File: src/u16u8_pkg.sv
`timescale 1ns / 1ps

package u16u8_pkg;

  // Longest byte run that one code unit can cause: a flushed high
  // surrogate (three bytes) followed by a three-byte unit.
  localparam int unsigned MaxBytes = 6;

  typedef logic [7:0] byte_t;

  // One queued job: the bytes that a single accepted unit causes, in order
  // from entry 0, the number of them and whether the last ends the string.
  typedef struct packed {
    logic [MaxBytes-1:0][7:0] bytes;
    logic [2:0]               cnt;
    logic                     str_end;
  } job_t;

  // Status that the queue reports to its neighbors.
  typedef struct packed {
    logic full;
    logic empty;
  } fifo_stat_t;

  // Classes of a single code unit.
  typedef enum logic [2:0] {
    CLS_END,
    CLS_ONE,
    CLS_TWO,
    CLS_HIGH,
    CLS_THREE
  } unit_cls_t;

  localparam logic [15:0] SurrMask = 16'hFC00;
  localparam logic [15:0] LowBase  = 16'hDC00;
  localparam logic [7:0]  LeadTwo   = 8'hC0;
  localparam logic [7:0]  LeadThree = 8'hE0;
  localparam logic [7:0]  LeadFour  = 8'hF0;
  localparam logic [7:0]  ContMark  = 8'h80;

endpackage

File: src/u16u8_front.sv
`timescale 1ns / 1ps

module u16u8_front (
  input  logic              clk,
  input  logic              rst_n,
  input  logic              in_valid,
  input  logic              in_stall,
  input  logic [15:0]       in_code_unit,
  output logic              push,
  output u16u8_pkg::job_t   push_job
);
  import u16u8_pkg::*;

  logic        pend_r, pend_nxt;
  logic [15:0] held_r, held_nxt;

  logic        accept;
  logic        is_low;
  logic        pair;
  logic        flush;
  unit_cls_t   cls;
  logic [2:0][7:0] tail;
  logic [1:0]  tail_cnt;
  logic [20:0] cp;
  job_t        job;

  assign accept = in_valid && !in_stall;
  assign is_low = (in_code_unit & SurrMask) == LowBase;
  assign pair   = pend_r && is_low;
  assign flush  = pend_r && !is_low;
  assign cp     = 21'h10000 + {1'b0, held_r[9:0], in_code_unit[9:0]};

  always_comb begin
    if (in_code_unit == 16'h0000) begin
      cls = CLS_END;
    end else if (in_code_unit inside {[16'h0001:16'h007F]}) begin
      cls = CLS_ONE;
    end else if (in_code_unit inside {[16'h0080:16'h07FF]}) begin
      cls = CLS_TWO;
    end else if (in_code_unit inside {[16'hD800:16'hDBFF]}) begin
      cls = CLS_HIGH;
    end else begin
      cls = CLS_THREE;
    end
  end

  // Bytes of the current unit on its own, as the first entries of tail.
  always_comb begin
    tail     = '0;
    tail_cnt = 2'd0;
    case (cls)
      CLS_END: begin
        tail_cnt = 2'd1;
      end
      CLS_ONE: begin
        tail[0]  = in_code_unit[7:0];
        tail_cnt = 2'd1;
      end
      CLS_TWO: begin
        tail[0]  = LeadTwo | {3'b000, in_code_unit[10:6]};
        tail[1]  = ContMark | {2'b00, in_code_unit[5:0]};
        tail_cnt = 2'd2;
      end
      CLS_HIGH: begin
        tail_cnt = 2'd0;
      end
      CLS_THREE: begin
        tail[0]  = LeadThree | {4'h0, in_code_unit[15:12]};
        tail[1]  = ContMark | {2'b00, in_code_unit[11:6]};
        tail[2]  = ContMark | {2'b00, in_code_unit[5:0]};
        tail_cnt = 2'd3;
      end
      default: begin
        tail_cnt = 2'd0;
      end
    endcase
  end

  always_comb begin
    job = '0;
    if (pair) begin
      job.bytes[0] = LeadFour | {5'b00000, cp[20:18]};
      job.bytes[1] = ContMark | {2'b00, cp[17:12]};
      job.bytes[2] = ContMark | {2'b00, cp[11:6]};
      job.bytes[3] = ContMark | {2'b00, cp[5:0]};
      job.cnt      = 3'd4;
    end else if (flush) begin
      job.bytes[0] = LeadThree | {4'h0, held_r[15:12]};
      job.bytes[1] = ContMark | {2'b00, held_r[11:6]};
      job.bytes[2] = ContMark | {2'b00, held_r[5:0]};
      job.bytes[3] = tail[0];
      job.bytes[4] = tail[1];
      job.bytes[5] = tail[2];
      job.cnt      = 3'd3 + {1'b0, tail_cnt};
      job.str_end  = (cls == CLS_END);
    end else begin
      job.bytes[0] = tail[0];
      job.bytes[1] = tail[1];
      job.bytes[2] = tail[2];
      job.cnt      = {1'b0, tail_cnt};
      job.str_end  = (cls == CLS_END);
    end
  end

  always_comb begin
    pend_nxt = pend_r;
    held_nxt = held_r;
    if (accept) begin
      pend_nxt = !pair && (cls == CLS_HIGH);
      if (!pair && (cls == CLS_HIGH)) begin
        held_nxt = in_code_unit;
      end
    end
  end

  always_ff @(posedge clk) begin
    if (!rst_n) begin
      pend_r <= 1'b0;
    end else begin
      pend_r <= pend_nxt;
    end
    held_r <= held_nxt;
  end

  assign push     = accept && (job.cnt != 3'd0);
  assign push_job = job;

endmodule

File: src/u16u8_fifo.sv
`timescale 1ns / 1ps

module u16u8_fifo (
  input  logic                   clk,
  input  logic                   rst_n,
  input  logic                   push,
  input  u16u8_pkg::job_t        push_job,
  input  logic                   pop,
  output u16u8_pkg::job_t        head_job,
  output u16u8_pkg::fifo_stat_t  stat
);
  import u16u8_pkg::*;

  job_t       ent_r [2];
  logic       wr_ptr_r, wr_ptr_nxt;
  logic       rd_ptr_r, rd_ptr_nxt;
  logic [1:0] cnt_r, cnt_nxt;

  assign stat.full  = (cnt_r == 2'd2);
  assign stat.empty = (cnt_r == 2'd0);
  assign head_job   = ent_r[rd_ptr_r];

  always_comb begin
    wr_ptr_nxt = push ? !wr_ptr_r : wr_ptr_r;
    rd_ptr_nxt = pop ? !rd_ptr_r : rd_ptr_r;
    cnt_nxt    = cnt_r + {1'b0, push} - {1'b0, pop};
  end

  always_ff @(posedge clk) begin
    if (!rst_n) begin
      wr_ptr_r <= 1'b0;
      rd_ptr_r <= 1'b0;
      cnt_r    <= 2'd0;
    end else begin
      wr_ptr_r <= wr_ptr_nxt;
      rd_ptr_r <= rd_ptr_nxt;
      cnt_r    <= cnt_nxt;
    end
    if (push) begin
      ent_r[wr_ptr_r] <= push_job;
    end
  end

  a_no_overflow: assert property (@(posedge clk) disable iff (!rst_n)
    !(push && stat.full))
    else $error("job queue written while full");

  a_no_underflow: assert property (@(posedge clk) disable iff (!rst_n)
    !(pop && stat.empty))
    else $error("job queue read while empty");

endmodule

File: src/u16u8_back.sv
`timescale 1ns / 1ps

module u16u8_back (
  input  logic                   clk,
  input  logic                   rst_n,
  input  u16u8_pkg::job_t        head_job,
  input  u16u8_pkg::fifo_stat_t  stat,
  output logic                   pop,
  output logic                   out_valid,
  input  logic                   out_stall,
  output logic [7:0]             out_byte,
  output logic                   out_run_last,
  output logic                   out_string_end
);
  import u16u8_pkg::*;

  logic [MaxBytes-1:0][7:0] bytes_r, bytes_nxt;
  logic [2:0] cnt_r, cnt_nxt;
  logic       end_r, end_nxt;
  logic       busy_r, busy_nxt;

  logic       ov_r, ov_nxt;
  byte_t      ob_r, ob_nxt;
  logic       orl_r, orl_nxt;
  logic       ose_r, ose_nxt;

  logic       adv;
  logic       last;
  logic       take;

  assign adv  = !ov_r || !out_stall;
  assign last = busy_r && (cnt_r == 3'd1);
  assign take = !busy_r || (adv && last);
  assign pop  = take && !stat.empty;

  always_comb begin
    ov_nxt  = ov_r;
    ob_nxt  = ob_r;
    orl_nxt = orl_r;
    ose_nxt = ose_r;
    if (adv) begin
      ov_nxt  = busy_r;
      ob_nxt  = bytes_r[0];
      orl_nxt = last;
      ose_nxt = last && end_r;
    end
  end

  always_comb begin
    bytes_nxt = bytes_r;
    cnt_nxt   = cnt_r;
    end_nxt   = end_r;
    busy_nxt  = busy_r;
    if (pop) begin
      bytes_nxt = head_job.bytes;
      cnt_nxt   = head_job.cnt;
      end_nxt   = head_job.str_end;
      busy_nxt  = 1'b1;
    end else if (adv && busy_r) begin
      bytes_nxt = {8'h00, bytes_r[MaxBytes-1:1]};
      cnt_nxt   = cnt_r - 3'd1;
      busy_nxt  = !last;
    end
  end

  always_ff @(posedge clk) begin
    if (!rst_n) begin
      busy_r <= 1'b0;
      ov_r   <= 1'b0;
    end else begin
      busy_r <= busy_nxt;
      ov_r   <= ov_nxt;
    end
    bytes_r <= bytes_nxt;
    cnt_r   <= cnt_nxt;
    end_r   <= end_nxt;
    ob_r    <= ob_nxt;
    orl_r   <= orl_nxt;
    ose_r   <= ose_nxt;
  end

  assign out_valid      = ov_r;
  assign out_byte       = ob_r;
  assign out_run_last   = orl_r;
  assign out_string_end = ose_r;

  a_end_is_last: assert property (@(posedge clk) disable iff (!rst_n)
    ov_r && ose_r |-> orl_r && (ob_r == 8'h00))
    else $error("string end flagged on a byte that does not close its run");

  a_busy_count: assert property (@(posedge clk) disable iff (!rst_n)
    busy_r |-> (cnt_r != 3'd0) && (cnt_r <= 3'(MaxBytes)))
    else $error("serializer busy with a bad byte count");

endmodule

File: src/utf16_to_utf8_encoder_unit.sv
`timescale 1ns / 1ps

// UTF-16 to UTF-8 encoder. Each input transfer carries one 16-bit code unit;
// each output transfer carries one UTF-8 byte, with run_last marking the last
// byte caused by a unit and string_end marking the terminating zero byte that
// a zero unit produces. A high surrogate is held and produces nothing until
// the next unit: a following low surrogate turns the pair into four bytes,
// anything else first flushes the held unit as three bytes. Lone surrogates
// are encoded as three bytes. Rate: the output side moves one byte per cycle
// unless out_stall holds it, so a unit that causes n bytes (one to six) keeps
// the byte serializer busy until all n have gone out; a held high surrogate
// does not occupy it. The input side takes a unit in any cycle in which the
// two-entry job queue between the classifier and the serializer has room, so
// short bursts of units are accepted back to back. With the serializer idle,
// a unit's first byte passes the job queue, serializer and output register.
module utf16_to_utf8_encoder_unit (
  input  logic        clk,
  input  logic        rst_n,
  input  logic        in_valid,
  output logic        in_stall,
  input  logic [15:0] in_code_unit,
  output logic        out_valid,
  input  logic        out_stall,
  output logic [7:0]  out_byte,
  output logic        out_run_last,
  output logic        out_string_end
);
  import u16u8_pkg::*;

  logic       push;
  job_t       push_job;
  logic       pop;
  job_t       head_job;
  fifo_stat_t stat;

  // The classifier only stalls when the job queue has no free entry.
  assign in_stall = stat.full;

  u16u8_front u_front (
    .clk          (clk),
    .rst_n        (rst_n),
    .in_valid     (in_valid),
    .in_stall     (in_stall),
    .in_code_unit (in_code_unit),
    .push         (push),
    .push_job     (push_job)
  );

  u16u8_fifo u_fifo (
    .clk      (clk),
    .rst_n    (rst_n),
    .push     (push),
    .push_job (push_job),
    .pop      (pop),
    .head_job (head_job),
    .stat     (stat)
  );

  u16u8_back u_back (
    .clk            (clk),
    .rst_n          (rst_n),
    .head_job       (head_job),
    .stat           (stat),
    .pop            (pop),
    .out_valid      (out_valid),
    .out_stall      (out_stall),
    .out_byte       (out_byte),
    .out_run_last   (out_run_last),
    .out_string_end (out_string_end)
  );

endmodule

File: config.mk
export PLATFORM = sky130hd
export DESIGN_NAME = utf16_to_utf8_encoder_unit
export DESIGN_NICKNAME = d
export VERILOG_FILES = /design/src/u16u8_pkg.sv /design/src/u16u8_front.sv /design/src/u16u8_fifo.sv /design/src/u16u8_back.sv /design/src/utf16_to_utf8_encoder_unit.sv
export SDC_FILE = /design/constraint.sdc
export NUM_CORES = 1
export LEC_CHECK = 0
export BUFFER_PORTS_ARGS = -buffer_cell sky130_fd_sc_hd__buf_2
export CAP_MARGIN = 40
export CORE_MARGIN = 2
export CORE_UTILIZATION = 50
export CTS_CLUSTER_SIZE = 20
export DETAILED_ROUTE_END_ITERATION = 8
export PLACE_DENSITY = 0.67
export SYNTH_ARGS = -nofsm -noshare
export SYNTH_HDL_FRONTEND = slang
export SYNTH_SLANG_ARGS = --single-unit
File: constraint.sdc
create_clock -name clk -period 11.66 [get_ports clk]
set_input_delay 1.166 -clock clk [delete_from_list [all_inputs] [get_ports clk]]
set_output_delay 1.166 -clock clk [all_outputs]
set_load 0.05 [all_outputs]
Word level (Yosys, flattened, before mapping). Memory sizes are Yosys's and may differ from the RTL's. A register that Yosys moved wholly into a read port is not among the register bits. Cells that the tools add are included.

Memories kept: 1. Output and inout port bits: 12. Register bits after elaboration: 85. Bits in writable memories: 104.

Equality and inequality tests: 7. Mux-type cells: 23. $add $sub $neg: 5. Order comparisons: 6. Reduce and logical (&&, ||, !) cells: 32.

Memories: u_fifo.ent_r (words 2, bits a word 52, read ports 1, clocked after memory_dff 1, write ports 1, RTL line u16u8_fifo.sv:14) `job_t ent_r [2];`.

Operator list (count): $mux 48 (2); $mux 35 (1); $mux 28 (1); $mux 24 (1); $pmux 8 s3 (1); $add 17x20->21 const A (1); $mux 3 (6); $ge 16x1->1 const B (1); $ge 16x16->1 const B (1); $ge 16x8->1 const B (1); $le 16x11->1 const B (1); $le 16x16->1 const B (1); $le 16x7->1 const B (1); $logic_not 16->1 (1); $mux 16 (1); $pmux 8 s2 (1); $logic_and 1x1->1 (13); $logic_not 1->1 (10); $mux 8 (1); $mux 1 (7); $eq 3x1->1 const B (2); $eq 3x2->1 const B (2); $eq 6x6->1 const B (1); $pmux 2 s3 (1); other kinds (13) (14).

Depth between registers and ports, before layout.
Word-level depth: 16. Gate-level depth with buffers: 14. Gate-level depth less buffers: 13.

Cells and area by module. From an unflattened synthesis, not the netlist that was laid out.

Cell total of the unflattened synthesis: 614. Area total of the unflattened synthesis: 9022.4 um^2.

Modules (own cells, without submodules): u16u8_fifo (sequential area each 3223.1 um^2, instances 1, cells an instance 183, area an instance 4232.8 um^2); u16u8_back (sequential area each 1901.8 um^2, instances 1, cells an instance 239, area an instance 3239.4 um^2); u16u8_front (sequential area each 500.5 um^2, instances 1, cells an instance 192, area an instance 1550.2 um^2).

Least setup slack after synthesis. Ideal clock, no wire load.

Path type: in2reg. Start: input port in_code_unit[14]. End: memory u_fifo.ent_r[0][0] (netlist bit), enable pin. Library setup time: 0.454 ns. Setup slack: 6.332 ns. Arrival: 4.875 ns. Path buffers: 1. Stages on the path: 9. Path through: nor4_1 nand2b_1 clkbuf_1 o22ai_1 ha_1 o2111ai_1 a21boi_0 o21bai_2 nor2_1.

Word-level cells in the longest chain between the ends: 16. Elaborated cells between the ends (all ways): 31. Those cells by class: add/sub (1); order compare (6); eq/ne (4); mux (9); reduce/logical (11).

RTL lines: start: declaration (RTL line utf16_to_utf8_encoder_unit.sv:21) `input logic [15:0] in_code_unit,`; $ge 16x16->1 / $le 16x16->1 (equally long branches) (RTL line u16u8_front.sv:40) `end else if (in_code_unit inside {[16'hD800:16'hDBFF]}) begin`; $logic_and 1x1->1 (RTL line u16u8_front.sv:40); $mux 3 (RTL line u16u8_front.sv:40); $mux 3 (RTL line u16u8_front.sv:38) `end else if (in_code_unit inside {[16'h0080:16'h07FF]}) begin`; $mux 3 (RTL line u16u8_front.sv:36) `end else if (in_code_unit inside {[16'h0001:16'h007F]}) begin`; $mux 3 (RTL line u16u8_front.sv:34) `if (in_code_unit == 16'h0000) begin`; $eq 3x1->1 / $logic_not 3->1 (equally long branches) (RTL line u16u8_front.sv:51) `case (cls)`; $reduce_or 2->1 (no source line); $pmux 2 s3 (RTL line u16u8_front.sv:51); $add 2x2->3 (RTL line u16u8_front.sv:94) `job.cnt = 3'd3 + {1'b0, tail_cnt};`; $mux 28 (RTL line u16u8_front.sv:87) `end else if (flush) begin`; $mux 35 (*) (RTL line u16u8_front.sv:81) `if (pair) begin`; $reduce_bool 3->1 (*) (RTL line u16u8_front.sv:125) `assign push = accept && (job.cnt != 3'd0);`; $logic_and 1x1->1 (*) (RTL line u16u8_front.sv:125); $mux 1 (*) (RTL line u16u8_fifo.sv:39) `if (push) begin`; $mux 1 (implied by the code) (*) (RTL line u16u8_fifo.sv:40) `ent_r[wr_ptr_r] <= push_job;`; end: declaration (RTL line u16u8_fifo.sv:14).

Every way passes the cells marked *; elsewhere a longest branch is shown, timed or not.

Final worst setup path.
Start: input port in_code_unit[14]. End: memory u_fifo.ent_r[1][37] (netlist bit), enable pin.

Same word-level chain as after synthesis.

==> results.py <==
metrics = {
    "synth": {
        "yosys-top-cells-area": "edfxtp_1 (69%), mux2i_1 (6.7%), o21ai_0 (3.2%)",
        "synth_cell_type_count": 48,
        "async_flop_share": 0,
        "syn_avg_cell_area_um2": 13.9,
        "synth_top_area_frac": 0.686,
        "synth-seq-cells": 180,
        "synth_nets": 569,
        "ys_warn_count": 0,
        "netlist_area_mm2": 0.00753,
        "post-synth-top-area-cell": "edfxtp_1",
        "ys_seq_area_frac": 0.708,
        "synth_cells": 543,
        "synth-edff-count": 172,
        "synth_ff_type": "edfxtp_1",
    },
    "power_and_ir_drop": {
        "p_leak_nw": 2.98,
        "peakVddDrop_mv": 0.132,
        "power_density_mw_per_mm2": 244,
        "total_power_mw": 2.07,
    },
    "timing": {
        "tightest_slew_ps": 864,
        "finalSetupViolCount": 0,
        "layout_min_cycle_time_ps": 4010,
        "rsz0062_at_grt": "false",
        "timing.final.crit_share": 0.344,
        "worst_clock_skew_ps": 9.40,
        "slew_headroom": 0.424,
        "slew_viol_final": 0,
        "clock.fmax_mhz": 249,
        "tns_ps": 0,
        "hold_viol": 0,
    },
    "worst_setup_path": {
        "path_cells": "buf_2 -> nor4_1 -> nand2b_1 -> o22ai_1 -> ha_1 -> o2111ai_1 -> a21boi_0 -> o21bai_2 -> nor2_4 -> buf_4",
        "cp_top_family": "compound AO/OA/AOI/OAI gates",
        "required_ps": 11720,
        "worst_setup_path_end_kind": "flop",
        "reg2regPathDepth": 12,
        "cp_num_buf_inv": 2,
        "critPathArrivalTime_ps": 4070,
        "start_kind": "input pin",
        "worst-path-stages": 10,
        "critPathMaxStageDelay_ps": 530,
        "critPathKind": "in2reg",
        "worst-path-max-fanout": 48,
        "cpMaxStageDelayCell": "buf_4",
    },
    "clock_tree": {
        "root_buffer": "clkbuf_16",
        "cts_tree": "done",
        "cts_hold_buffers": 0,
        "post_cts_resized": 0,
        "htreeDepth": 4,
        "clock_latency_ps": 430,
        "cts_buffers": 17,
        "clk_pin_slew_worst_paths_ps": 60,
        "postCtsSetupRepairBufs": 0,
        "cts_num_sinks": 180,
        "cts.path.max_buffers": 2,
    },
    "finish": {
        "area_growth_pct": 13.1,
        "final_common_cell": "edfxtp_1",
        "fill_cells": 1143,
        "drive_gt1_frac": 0.168,
        "diodes": 0,
        "regArea_mm2": 0.00533,
        "post-route-util": 0.581,
        "layout_common_cells": "edfxtp_1 (172), nand2_1 (62), mux2i_1 (50)",
        "multiInputGateArea_mm2": 0.00208,
        "fin_nets": 598,
    },
    "global_route": {
        "antenna_found_initial": 0,
        "grt.overflow.total": 0,
        "grt_pass1_vias": 4136,
        "grtUsageTotal": 0.187,
        "grt_max_degree": 92,
        "grt_pass1_wl_um": 22500,
    },
    "status": {
        "status": "finished clean",
    },
    "run": {
        "drv_cap": 0,
    },
    "die": {
        "io_pins": 32,
        "die_y_um": 127,
        "row_count": 44,
        "core_mm2": 0.0146,
        "start_util": 0.514,
        "die_area_mm2": 0.0160,
        "die_x_um": 127,
    },
    "placement": {
        "gp_congestion": 0.905,
        "dp_hpwl_um": 9240,
        "io_buffers": 31,
    },
    "routing": {
        "vias": 4396,
        "drtAntennaViolNets": 0,
        "viasPerCell": 5.72,
        "dr.pass1.iters": 5,
        "drc": 0,
        "wl_um": 14300,
        "drt_iter0_drc": 389,
        "routedWlPerCell_um": 18.7,
    },
    "min_path": {
        "hp-class": "reg2reg",
        "holdPathStages": 0,
    },
}
power breakdown:
part           total, mW  internal, mW  switching (mW)
Clock              0.582         0.340           0.242
Combinational      0.488         0.148           0.341
Sequential          1.00         0.958          0.0450
stage by stage:
stage | worst slack (ps) | cells | instance area [µm²] | hold slack, ps
after floorplan | 6330 | 543 | 7530 | 400
final | 7650 | 768 | 8510 | 418
after detailed placement | 7280 | 737 | 7910 | 405
after CTS | 7730 | 768 | 8510 | 420
after global placement | 7460 | 735 | 7870 | 403
after global routing | 7430 | 768 | 8510 | 425
cells by family (layout without fill, tap and decap cells):
| group | Yosys count | after routing | share of synthesized area |
|---|---|---|---|
| flip-flops | 180 | 180 | 0.708 |
| AND/OR/NAND/NOR | 149 | 149 | 0.0943 |
| AO/OA/AOI/OAI | 109 | 109 | 0.0865 |
| multiplexers | 54 | 54 | 0.0725 |
| buffers and inverters | 39 | 80 | 0.0223 |
| adder cells (fa/ha/maj) | 6 | 6 | 0.00997 |
| XOR/XNOR | 6 | 6 | 0.00698 |
flip-flops by register name, indices dropped and copies added, names as in the netlist, 2 cells and up, named ones only:
name	cells
u_back.out_byte	8
u_front.held_r	16
u_fifo.ent_r	96
u_back.bytes_r	46
u_fifo.cnt_r	2
u_back.cnt_r	3
synthesized netlist by cell type, types with 2 or more instances:
cell type and number:
o31ai_1 3, nand3_1 3, mux2i_1 50, buf_6 2, mux2_2 4, a21oi_1 29
o22ai_1 2, nand2_1 62, xnor2_1 4, a31o_2 6, and2_1 9, nor2_1 40
inv_1 10, a31oi_1 2, xor2_1 2, nand2b_1 7, nor3_1 5, a21boi_0 3
or4_4 2, ha_1 6, edfxtp_1 172, nor2b_1 3, o21ai_0 48, clkbuf_1 20
a22oi_1 5, nor4_1 2, buf_1 2, dfxtp_1 8, buf_2 4, and3_1 8
or2_2 2, a211oi_1 2
metal layers:
metal	routed length [µm]	GRT usage	part of all wire	vias up
li1	-	-	-	2072
met1	6590	0.269	0.46	2133
met2	6640	0.283	0.46	167
met3	922	0.0388	0.064	24
met4	178	0.0730	0.012	0
met5	0	0	0	-
path summary, 6_finish.rpt:
path,slack (ps),endpoint,from
max,7650,u_fifo.ent_r[1][37],in_code_unit[14]
min,420,u_back.out_byte[2],u_back.bytes_r[2]
max reg2reg,8690,u_fifo.cnt_r[1],u_back.cnt_r[0]
min reg2reg,420,u_back.out_byte[2],u_back.bytes_r[2]
cell type report:
class,count,share of cell area
sequential,180,0.626
tap,184,0.0271
inverter,10,0.00441
clock buffer,18,0.0504
clock inverter,13,0.0203
timing repair buffer,39,0.0281
multi-input combinational,324,0.244
(Power assumes the default switching activity.)
